===== src/sv/slfd_pkg.sv =====
`timescale 1ns / 1ps
package slfd_pkg;
   localparam int QueueDepth = 2;
   localparam logic [10:0] QLfm = 11'd410;
   localparam logic [10:0] QP90 = 11'd205;
   localparam logic [10:0] QP45 = 11'd922;
   localparam logic [10:0] QP00 = 11'd1229;
   localparam logic [12:0] GroundWhite = 13'd900;
   localparam logic [11:0] SimOffset = 12'd300;

   typedef enum logic [1:0] {
      SIDE_NONE = 2'd0, SIDE_LEFT = 2'd1, SIDE_RIGHT = 2'd2
   } side_type;

   typedef enum logic [1:0] {
      PH_STANDBY = 2'd0, PH_LOOKING = 2'd1, PH_DETECTED = 2'd2, PH_ONLINE = 2'd3
   } phase_type;

   typedef enum logic [2:0] {
      REG_FOLLOW_SPEED = 3'd0, REG_OBST_THR = 3'd1, REG_AVOID_SPEED = 3'd2,
      REG_AVOID_LIMIT = 3'd3, REG_LEAVE_THR = 3'd4, REG_CIRCLE_SPEED = 3'd5,
      REG_ENTER_SPEED = 3'd6, REG_ENTER_THR = 3'd7
   } reg_type;

   typedef struct packed {
      logic [9:0]  follow_speed;
      logic [11:0] obstacle_threshold;
      logic [9:0]  avoid_speed;
      logic [9:0]  avoid_delta_limit;
      logic [9:0]  leave_threshold;
      logic [9:0]  circle_speed;
      logic [9:0]  enter_speed;
      logic [9:0]  enter_threshold;
   } cfg_type;

   // classified tick: offset-corrected readings plus mode-change flag
   typedef struct packed {
      logic [7:0][11:0] prox;
      logic [9:0]       gl;
      logic [9:0]       gc;
      logic [9:0]       gr;
      logic             mode_change;
   } tick_type;

   function automatic logic [11:0] real_offset(input logic [2:0] i);
      logic [11:0] r;
      case (i)
         3'd0: r = 12'd480;
         3'd1: r = 12'd170;
         3'd2: r = 12'd320;
         3'd3: r = 12'd500;
         3'd4: r = 12'd600;
         3'd5: r = 12'd680;
         3'd6: r = 12'd210;
         default: r = 12'd640;
      endcase
      return r;
   endfunction
endpackage


===== src/sv/slfd_front.sv =====
`timescale 1ns / 1ps
module slfd_front import slfd_pkg::*; (
   input  logic              clock,
   input  logic              reset,
   input  logic              take,
   input  logic [7:0][11:0]  prox,
   input  logic [9:0]        gl,
   input  logic [9:0]        gc,
   input  logic [9:0]        gr,
   input  logic [1:0]        mode,
   output tick_type          tick
);
   logic [1:0] last_mode_ff, last_mode_in;
   logic       loaded_ff, loaded_in;
   logic       chg;

   always_comb begin
      logic [11:0] off;
      chg = (mode != last_mode_ff);
      last_mode_in = take ? mode : last_mode_ff;
      loaded_in = loaded_ff | (take & chg);
      tick.gl = gl;
      tick.gc = gc;
      tick.gr = gr;
      tick.mode_change = chg;
      for (int i = 0; i < 8; i++) begin
         off = '0;
         if (loaded_ff || chg) off = (mode == 2'd0) ? SimOffset : real_offset(3'(i));
         tick.prox[i] = (prox[i] > off) ? prox[i] - off : 12'd0;
      end
   end

   always_ff @(posedge clock) begin
      if (reset) begin
         last_mode_ff <= 2'd1;
         loaded_ff <= 1'b0;
      end else begin
         last_mode_ff <= last_mode_in;
         loaded_ff <= loaded_in;
      end
   end
endmodule


===== src/sv/slfd_queue.sv =====
`timescale 1ns / 1ps
module slfd_queue import slfd_pkg::*; #(
   parameter int Depth = QueueDepth
) (
   input  logic     clock,
   input  logic     reset,
   input  logic     in_valid,
   output logic     in_ready,
   input  tick_type in_data,
   output logic     out_valid,
   input  logic     out_ready,
   output tick_type out_data
);
   localparam int AW = (Depth > 1) ? $clog2(Depth) : 1;
   tick_type mem [Depth];
   logic [AW-1:0] wp_ff, wp_in, rp_ff, rp_in;
   logic [AW:0] cnt_ff, cnt_in;
   logic wr, rd;

   assign in_ready = (cnt_ff != (AW+1)'(Depth));
   assign out_valid = (cnt_ff != '0);
   assign out_data = mem[rp_ff];
   assign wr = in_valid & in_ready;
   assign rd = out_valid & out_ready;

   always_comb begin
      wp_in = wp_ff;
      rp_in = rp_ff;
      if (wr) wp_in = (wp_ff == AW'(Depth - 1)) ? '0 : wp_ff + 1'b1;
      if (rd) rp_in = (rp_ff == AW'(Depth - 1)) ? '0 : rp_ff + 1'b1;
      cnt_in = cnt_ff + (AW+1)'(wr) - (AW+1)'(rd);
   end

   always_ff @(posedge clock) begin
      if (wr) mem[wp_ff] <= in_data;
      if (reset) begin
         wp_ff <= '0;
         rp_ff <= '0;
         cnt_ff <= '0;
      end else begin
         wp_ff <= wp_in;
         rp_ff <= rp_in;
         cnt_ff <= cnt_in;
      end
   end
endmodule


===== src/sv/slfd_back.sv =====
`timescale 1ns / 1ps
module slfd_back import slfd_pkg::*; (
   input  logic              clock,
   input  logic              reset,
   input  cfg_type           cfg,
   input  logic              in_valid,
   output logic              in_ready,
   input  tick_type          tick,
   output logic              out_valid,
   input  logic              out_ready,
   output logic signed [10:0] left_speed,
   output logic signed [10:0] right_speed,
   output logic              avoiding,
   output logic              entering,
   output logic [1:0]        enter_phase,
   output logic [1:0]        obstacle_side
);
   logic       av_act_ff, av_act_in, clr_ff, clr_in, lv_act_ff, lv_act_in;
   logic       inh_ff, inh_in, circ_ff, circ_in, rst_ff, rst_in;
   logic       en_act_ff, en_act_in, pfb_ff, pfb_in;
   side_type   side_ff, side_in, lps_ff, lps_in;
   phase_type  ph_ff, ph_in;
   logic       ov_ff;
   logic signed [10:0] ls_ff, rs_ff, ls_in, rs_in;
   logic       take;

   assign in_ready = !ov_ff || out_ready;
   assign take = in_valid && in_ready;

   function automatic logic signed [10:0] sat(input logic signed [14:0] v);
      if (v > 15'sd1023) return 11'sd1023;
      if (v < -15'sd1024) return -11'sd1024;
      return v[10:0];
   endfunction

   always_comb begin
      logic signed [14:0] sl, sr, ol, orr, cl, cr, el, er, d, lim, k, base;
      logic signed [11:0] diff;
      logic [21:0] mag;
      logic [24:0] wsum;
      logic [11:0] mx, p0, p1, p6, p7;
      logic [12:0] actr, actl, gn13;
      logic [10:0] avg;
      logic [9:0]  gn, gf, tgt;
      logic        left, cur;
      logic        lva, cir, ena, pfb, inh, rst, clr, ava;
      side_type    sd, lps;
      phase_type   ph;

      lva = lv_act_ff; lps = lps_ff; cir = circ_ff; ena = en_act_ff; ph = ph_ff;
      clr = clr_ff; ava = av_act_ff; sd = side_ff; pfb = pfb_ff; inh = inh_ff;
      rst = rst_ff;
      if (tick.mode_change) begin
         clr = 1'b1; lva = 1'b0; lps = SIDE_NONE; cir = 1'b0; ena = 1'b0;
         ph = PH_STANDBY;
      end
      p0 = tick.prox[0]; p1 = tick.prox[1]; p6 = tick.prox[6]; p7 = tick.prox[7];
      // line following
      diff = $signed({2'b0, tick.gr}) - $signed({2'b0, tick.gl});
      mag = (diff < 0) ? 22'(-diff) * 22'(QLfm) : 22'(diff) * 22'(QLfm);
      d = (diff < 0) ? -$signed(15'(mag >> 10)) : $signed(15'(mag >> 10));
      sl = $signed(15'(cfg.follow_speed)) - d;
      sr = $signed(15'(cfg.follow_speed)) + d;
      // avoidance
      if (clr) begin ava = 1'b0; sd = SIDE_NONE; end
      clr = 1'b0;
      mx = p0;
      if (p1 > mx) mx = p1;
      if (p6 > mx) mx = p6;
      if (p7 > mx) mx = p7;
      if (mx > cfg.obstacle_threshold) ava = 1'b1;
      actr = 13'(p0) + 13'(p1);
      actl = 13'(p6) + 13'(p7);
      if (ava && sd == SIDE_NONE) sd = (actr > actl) ? SIDE_RIGHT : SIDE_LEFT;
      ol = $signed(15'(cfg.avoid_speed));
      orr = ol;
      if (sd == SIDE_LEFT)
         wsum = 25'(tick.prox[5]) * 25'(QP90) + 25'(p6) * 25'(QP45) + 25'(p7) * 25'(QP00);
      else
         wsum = 25'(tick.prox[2]) * 25'(QP90) + 25'(p1) * 25'(QP45) + 25'(p0) * 25'(QP00);
      lim = $signed(15'(cfg.avoid_delta_limit));
      d = (wsum[24:10] > 15'(cfg.avoid_delta_limit)) ? lim : $signed(wsum[24:10]);
      if (sd == SIDE_LEFT) d = -d;
      if (ava) begin ol = ol - d; orr = orr + d; end
      // line leaving
      if (!lva && sd != SIDE_NONE && lps == SIDE_NONE) lva = 1'b1;
      lps = sd;
      tgt = (sd == SIDE_LEFT) ? tick.gl : tick.gr;
      avg = 11'((12'(tick.gc) + 12'(tgt)) >> 1);
      if (lva) begin
         if (avg > 11'(cfg.leave_threshold)) begin
            lva = 1'b0; inh = 1'b0; rst = 1'b1;
         end else inh = 1'b1;
      end
      // obstacle following
      if (sd != SIDE_NONE) begin
         cir = 1'b1;
         cl = (sd == SIDE_LEFT) ? -$signed(15'(cfg.circle_speed))
                                : $signed(15'(cfg.circle_speed));
         cr = -cl;
      end else begin
         cir = 1'b0; cl = '0; cr = '0;
      end
      if (inh) begin cl = '0; cr = '0; end
      if (ava || cir) begin sl = ol + cl; sr = orr + cr; end
      // line entering
      left = (sd == SIDE_LEFT);
      gn = left ? tick.gr : tick.gl;
      gf = left ? tick.gl : tick.gr;
      base = $signed(15'(cfg.enter_speed));
      if (rst) ph = PH_LOOKING;
      rst = 1'b0;
      el = base; er = base;
      cur = (gf < cfg.enter_threshold);
      gn13 = GroundWhite - 13'(gn);
      k = gn13[12] ? -$signed(15'((13'(-gn13)) >> 1)) : $signed(15'(gn13 >> 1));
      case (ph)
         PH_STANDBY: ena = 1'b0;
         PH_LOOKING: begin
            if (gn < cfg.enter_threshold) begin
               ena = 1'b1; ph = PH_DETECTED; pfb = cur;
            end
         end
         PH_DETECTED: begin
            if (pfb && !cur) begin
               ph = PH_ONLINE; el = '0; er = '0;
            end else begin
               pfb = cur;
               if (left) begin el = base + k; er = base - k; end
               else begin er = base + k; el = base - k; end
            end
         end
         default: begin
            clr = 1'b1; sd = SIDE_NONE; ena = 1'b0; ph = PH_STANDBY;
         end
      endcase
      if (ena) begin sl = el; sr = er; end

      ls_in = sat(sl); rs_in = sat(sr);
      av_act_in = ava; clr_in = clr; lv_act_in = lva; inh_in = inh; circ_in = cir;
      rst_in = rst; en_act_in = ena; pfb_in = pfb; side_in = sd; lps_in = lps;
      ph_in = ph;
   end

   assign out_valid = ov_ff;
   assign left_speed = ls_ff;
   assign right_speed = rs_ff;
   assign avoiding = av_act_ff;
   assign entering = en_act_ff;
   assign enter_phase = ph_ff;
   assign obstacle_side = side_ff;

   always_ff @(posedge clock) begin
      if (take) begin
         ls_ff <= ls_in;
         rs_ff <= rs_in;
      end
      if (reset) begin
         ov_ff <= 1'b0; av_act_ff <= 1'b0; clr_ff <= 1'b0; lv_act_ff <= 1'b0;
         inh_ff <= 1'b0; circ_ff <= 1'b0; rst_ff <= 1'b0; en_act_ff <= 1'b0;
         pfb_ff <= 1'b0; side_ff <= SIDE_NONE; lps_ff <= SIDE_NONE;
         ph_ff <= PH_STANDBY;
      end else begin
         if (take) ov_ff <= 1'b1;
         else if (out_ready) ov_ff <= 1'b0;
         if (take) begin
            av_act_ff <= av_act_in; clr_ff <= clr_in; lv_act_ff <= lv_act_in;
            inh_ff <= inh_in; circ_ff <= circ_in; rst_ff <= rst_in;
            en_act_ff <= en_act_in; pfb_ff <= pfb_in; side_ff <= side_in;
            lps_ff <= lps_in; ph_ff <= ph_in;
         end
      end
   end
endmodule


===== src/sv/subsumption_line_follow_drive.sv =====
`timescale 1ns / 1ps
// A request passes the front logic into the queue registers, then the back stage's
// output register, before rsp valid. Throughput: one tick per cycle while rsp_ready
// is high, limited by the behavior update in the back stage that each tick depends on.
// Reset (synchronous, active high) empties the queue, restores behavior state and
// loads the register defaults.
module subsumption_line_follow_drive import slfd_pkg::*; #(
   parameter int Depth = QueueDepth
) (
   input  logic        clock,
   input  logic        reset,
   input  logic        req_valid,
   output logic        req_ready,
   input  logic [11:0] req_prox_0,
   input  logic [11:0] req_prox_1,
   input  logic [11:0] req_prox_2,
   input  logic [11:0] req_prox_3,
   input  logic [11:0] req_prox_4,
   input  logic [11:0] req_prox_5,
   input  logic [11:0] req_prox_6,
   input  logic [11:0] req_prox_7,
   input  logic [9:0]  req_ground_left,
   input  logic [9:0]  req_ground_center,
   input  logic [9:0]  req_ground_right,
   input  logic [1:0]  req_run_mode,
   output logic        rsp_valid,
   input  logic        rsp_ready,
   output logic signed [10:0] rsp_left_speed,
   output logic signed [10:0] rsp_right_speed,
   output logic        rsp_avoiding,
   output logic        rsp_entering,
   output logic [1:0]  rsp_enter_phase,
   output logic [1:0]  rsp_obstacle_side,
   input  logic        psel,
   input  logic        penable,
   input  logic        pwrite,
   input  logic [4:0]  paddr,
   input  logic [31:0] pwdata,
   output logic [31:0] prdata,
   output logic        pready
);
   cfg_type  cfg_ff, cfg_in;
   tick_type fr_tick, q_tick;
   logic     q_valid, q_ready, take;
   reg_type  ra;

   assign pready = 1'b1;
   assign ra = reg_type'(paddr[4:2]);
   assign take = req_valid & req_ready;

   always_comb begin
      cfg_in = cfg_ff;
      if (psel && penable && pwrite && paddr[1:0] == 2'b00) begin
         case (ra)
            REG_FOLLOW_SPEED: cfg_in.follow_speed = pwdata[9:0];
            REG_OBST_THR:     cfg_in.obstacle_threshold = pwdata[11:0];
            REG_AVOID_SPEED:  cfg_in.avoid_speed = pwdata[9:0];
            REG_AVOID_LIMIT:  cfg_in.avoid_delta_limit = pwdata[9:0];
            REG_LEAVE_THR:    cfg_in.leave_threshold = pwdata[9:0];
            REG_CIRCLE_SPEED: cfg_in.circle_speed = pwdata[9:0];
            REG_ENTER_SPEED:  cfg_in.enter_speed = pwdata[9:0];
            default:          cfg_in.enter_threshold = pwdata[9:0];
         endcase
      end
      case (ra)
         REG_FOLLOW_SPEED: prdata = 32'(cfg_ff.follow_speed);
         REG_OBST_THR:     prdata = 32'(cfg_ff.obstacle_threshold);
         REG_AVOID_SPEED:  prdata = 32'(cfg_ff.avoid_speed);
         REG_AVOID_LIMIT:  prdata = 32'(cfg_ff.avoid_delta_limit);
         REG_LEAVE_THR:    prdata = 32'(cfg_ff.leave_threshold);
         REG_CIRCLE_SPEED: prdata = 32'(cfg_ff.circle_speed);
         REG_ENTER_SPEED:  prdata = 32'(cfg_ff.enter_speed);
         default:          prdata = 32'(cfg_ff.enter_threshold);
      endcase
   end

   always_ff @(posedge clock) begin
      if (reset) begin
         cfg_ff.follow_speed <= 10'd200;
         cfg_ff.obstacle_threshold <= 12'd100;
         cfg_ff.avoid_speed <= 10'd150;
         cfg_ff.avoid_delta_limit <= 10'd600;
         cfg_ff.leave_threshold <= 10'd550;
         cfg_ff.circle_speed <= 10'd150;
         cfg_ff.enter_speed <= 10'd100;
         cfg_ff.enter_threshold <= 10'd500;
      end else cfg_ff <= cfg_in;
   end

   slfd_front u_front (
      .clock(clock), .reset(reset), .take(take),
      .prox({req_prox_7, req_prox_6, req_prox_5, req_prox_4,
             req_prox_3, req_prox_2, req_prox_1, req_prox_0}),
      .gl(req_ground_left), .gc(req_ground_center), .gr(req_ground_right),
      .mode(req_run_mode), .tick(fr_tick)
   );

   slfd_queue #(.Depth(Depth)) u_queue (
      .clock(clock), .reset(reset), .in_valid(req_valid), .in_ready(req_ready),
      .in_data(fr_tick), .out_valid(q_valid), .out_ready(q_ready), .out_data(q_tick)
   );

   slfd_back u_back (
      .clock(clock), .reset(reset), .cfg(cfg_ff), .in_valid(q_valid),
      .in_ready(q_ready), .tick(q_tick), .out_valid(rsp_valid), .out_ready(rsp_ready),
      .left_speed(rsp_left_speed), .right_speed(rsp_right_speed),
      .avoiding(rsp_avoiding), .entering(rsp_entering),
      .enter_phase(rsp_enter_phase), .obstacle_side(rsp_obstacle_side)
   );
endmodule

===== config.mk =====
export PLATFORM = sky130hd
export DESIGN_NAME = subsumption_line_follow_drive
export DESIGN_NICKNAME = d
export VERILOG_FILES = /design/src/sv/slfd_pkg.sv /design/src/sv/slfd_front.sv /design/src/sv/slfd_queue.sv /design/src/sv/slfd_back.sv /design/src/sv/subsumption_line_follow_drive.sv
export SDC_FILE = /design/constraint.sdc
export NUM_CORES = 2
export LEC_CHECK = 0
export ABC_AREA = 1
export BUFFER_PORTS_ARGS = -buffer_cell sky130_fd_sc_hd__buf_2
export CORE_MARGIN = 5
export CORE_UTILIZATION = 27
export CTS_CLUSTER_DIAMETER = 100
export DETAILED_ROUTE_END_ITERATION = 10
export SLEW_MARGIN = 20
export SYNTH_ARGS = -nofsm -noshare
export SYNTH_HDL_FRONTEND = slang
export SYNTH_SLANG_ARGS = --single-unit

===== constraint.sdc =====
create_clock -name clock -period 41.3 [get_ports clock]
set_input_delay 2.065 -clock clock [delete_from_list [all_inputs] [get_ports clock]]
set_output_delay 2.065 -clock clock [all_outputs]
set_load 0.01 [all_outputs]

==> out/summary.txt <==
========================================================================================
Synth top cells by count                                                    sky130_fd_sc_hd__inv_1 (1217), sky130_fd_sc_hd__nand2_1 (984), sky130_fd_sc_hd__ha_1 (797)
FMAX                                                                          0.0517 GHz
Total of buffers placed on input and output ports                                    169
Maximum number of pins on one net before global-route repair                          86
Top-count cell post-synth                                                   sky130_fd_sc_hd__inv_1
Initial core utilization                                                           27.1%
Nets@finish                                                                         7302
Count of pins over their slew limit                                                    0
Number of violations of the max-capacitance limit                                      0
Hold WS                                                                         0.454 ns
CTS H-tree depth                                                                       2
Routed wirelength normalized by instance count                                   15.8 um
Clock latency on the worst-skew pair                                             0.59 ns
Count of state elements after synthesis                                              331
Row Count                                                                            152
Routability-driven placement congestion ratio                                      0.896
Combined global-route utilization of all metal layers                              14.3%
RSZ-0062 raised after global routing                                               false
Clock Tree Buf Depth                                                                   3
Critical Path Sink Type                                                             flop
Maximum fanout along the worst path                                                   51
Die area                                                                     180000 um^2
Number of failing setup endpoints in the final timing report                           0
Total negative setup slack                                                          0 ns
Kind of cell with the highest combined delay on the critical path            adder cells
Max-slew headroom                                                                  35.3%
GRT overflow                                                                           0
Fill cell count                                                                    18371
Area of the placeable core                                                   171000 um^2
Root Buffer                                                                 sky130_fd_sc_hd__clkbuf_16
Final core utilization                                                             29.9%
Worst R2R Setup Slack                                                           21.97 ns
Count of vias placed by the detailed router                                        37761
Synthesized area divided by synthesized cell count                             7.93 um^2
Fin crit period                                                                 19.33 ns
Detailed Route Iter0 Violations                                                     2204
Post-synth top area share                                                          21.5%
Hold Violations, Final                                                                 0
WP data arrival                                                                 19.65 ns
Worst slew pin tran                                                             0.963 ns
Remaining antenna violation count                                                      0
CP Buf/Inv Count                                                                      18
Crit path largest cell delay                                                     0.66 ns
Share of synthesized area occupied by flip-flops and latches                       19.2%
Number of library cell types mapped by synthesis                                      67
Classification of the worst setup path                                      flop to flop
Routed WL                                                                      132000 um
Height of the chip                                                                425 um
Num Clock Sinks                                                                      331
Type of the tightest min-delay check                                        flop to flop
Clock tree from TritonCTS                                                            yes
Total clock buffers created by CTS                                                    40
Combined area of all synthesized cells                                        46500 um^2
Share of cells above drive strength 1                                              6.94%
Crit path top cell by count                                                 sky130_fd_sc_hd__inv_1
Hold buffers post-CTS                                                                  0
Detailed-route vias per instance                                                    4.53
Post-synthesis async set-or-reset flop share                                          0%
Layout overhead on the synthesized area                                            10.3%
Run status                                                                  finished clean
CTS clock-pin slew for the worst setup and hold paths                            0.06 ns
Synth top area cells                                                        sky130_fd_sc_hd__ha_1 (21%), sky130_fd_sc_hd__edfxtp_1 (15%), sky130_fd_sc_hd__fa_1 (15%), sky130_fd_sc_hd__inv_1 (9.8%), sky130_fd_sc_hd__nand2_1 (7.9%)
Post-CTS setup-driven buffer insertion count                                           0
Via count of the first global-routing pass                                         37023
X dimension of the die                                                            425 um
Worst path required time                                                        41.63 ns
Startpoint of the most critical hold path                                   u_queue.rp_ff$_SDFFE_PP0P_
Antenna violations before repair                                                      34
Synthesized instance count                                                          5856
Post-synth top flop                                                         sky130_fd_sc_hd__edfxtp_1
Portion of the clock cycle consumed by the worst path in the final layout          46.8%
I/O Pins                                                                             235
CP max stage cell                                                           sky130_fd_sc_hd__fa_1
Dpl ws                                                                          21.97 ns
Gates resized, CTS repair                                                              0
HPWL after detailed placement                                                  111000 um
Detailed-route DRC error count                                                         0
First-pass iteration count of the detailed router                                      6
Largest area contributor in the synthesized netlist                         sky130_fd_sc_hd__ha_1
Setup skew after layout                                                        0.0198 ns
Setup WS post-layout                                                            21.97 ns
First-pass GRT wire length                                                     205000 um
Yosys synthesis warning count                                                          0
Post-synth EDFFs                                                                     228
Kind of start point of the critical path                                            flop
========================================================================================
==> registers in the layout, indices dropped and copies added (netlist names), 2 cells and up, named ones only <==
| name | flops |
|---|---|
| u_front.last_mode_ff | 2 |
| u_back.obstacle_side | 2 |
| u_back.lps_ff | 2 |
| u_queue.mem | 206 |
| u_back.left_speed | 11 |
| u_back.right_speed | 11 |
| u_back.enter_phase | 2 |
| u_queue.cnt_ff | 2 |
| cfg_ff | 82 |
==> per-layer routing <==
metal | routed length [um] | vias up | GRT usage (%) | part of all wire [%]
met5 | 22 | - | 0 | 0.017
met4 | 4420 | 4 | 4.56 | 3.4
met3 | 4910 | 211 | 1.41 | 3.7
met2 | 63500 | 752 | 25.3 | 48
li1 | - | 19144 | - | -
met1 | 58700 | 17650 | 18.4 | 45
==> cells in the final DEF (no fill, tap or decap), types with 9 or more instances in the layout <==
master                         n
sky130_fd_sc_hd__a21o_1       20
sky130_fd_sc_hd__a21oi_1     391
sky130_fd_sc_hd__a221oi_1     16
sky130_fd_sc_hd__buf_2       169
sky130_fd_sc_hd__buf_4        20
sky130_fd_sc_hd__clkbuf_16    40
sky130_fd_sc_hd__clkinv_1     12
sky130_fd_sc_hd__conb_1       22
sky130_fd_sc_hd__dfxtp_1     102
sky130_fd_sc_hd__edfxtp_1    228
sky130_fd_sc_hd__fa_1        341
sky130_fd_sc_hd__ha_1        797
sky130_fd_sc_hd__inv_1      1217
sky130_fd_sc_hd__inv_2        10
sky130_fd_sc_hd__nand2_1     984
sky130_fd_sc_hd__nand2_2      27
sky130_fd_sc_hd__nand2_4      13
sky130_fd_sc_hd__nand3_1     188
sky130_fd_sc_hd__nand3b_1     13
sky130_fd_sc_hd__nand4_1      41
sky130_fd_sc_hd__nor2_1      348
sky130_fd_sc_hd__nor2_2        9
sky130_fd_sc_hd__nor3_1       39
sky130_fd_sc_hd__nor3b_1       9
sky130_fd_sc_hd__nor4_1       15
sky130_fd_sc_hd__o211ai_1     59
sky130_fd_sc_hd__o21a_1       12
sky130_fd_sc_hd__o21ai_0     367
sky130_fd_sc_hd__o21ai_1      12
sky130_fd_sc_hd__o21bai_1     62
sky130_fd_sc_hd__o22ai_1      17
sky130_fd_sc_hd__o31ai_1      16
sky130_fd_sc_hd__or2_2        65
sky130_fd_sc_hd__xnor2_1      65
sky130_fd_sc_hd__xor2_1      160
==> area by class of cell <==
cell class	count	area [um^2]	area share, %
clock inverter	23	250	0.488
sequential	331	8910	17.4
clock buffer	50	1060	2.07
multi-input combinational	4192	32500	63.4
inverter	1238	4650	9.08
timing repair buffer	189	996	1.94
tap	2310	2890	5.64
antenna	4	10.0	0.0195
==> worst paths after layout <==
kind                                         end  depth (start not counted)
min reg2reg           u_queue.rp_ff$_SDFFE_PP0P_                          1
min                   u_queue.rp_ff$_SDFFE_PP0P_                          1
max reg2reg  u_back.right_speed[6]$_SDFFCE_PN1P_                         89
max          u_back.right_speed[6]$_SDFFCE_PN1P_                         89
==> cells by family after synthesis <==
kind of cell	Yosys count	share of synthesized area (%)
adder cells (fa/ha/maj)	1138	36.2
flip-flops	331	19.2
multiplexers	8	0.172
other	2	0.0162
AO/OA/AOI/OAI	1018	12.4
AND/OR/NAND/NOR	1780	16.6
XOR/XNOR	226	4.28
buffers and inverters	1353	11.3
==> metrics by stage <==
| stage | instance area (um^2) | std cells |
|---|---|---|
| floorplan | 46500 | 5876 |
| global placement | 49900 | 8260 |
| detailed placement | 49900 | 8260 |
| CTS | 51200 | 8333 |
| global route | 51200 | 8337 |
| finish | 51200 | 8337 |
Power is not shown: default switching activity piles up to over one toggle a cycle in this logic, so the estimate is an artifact.
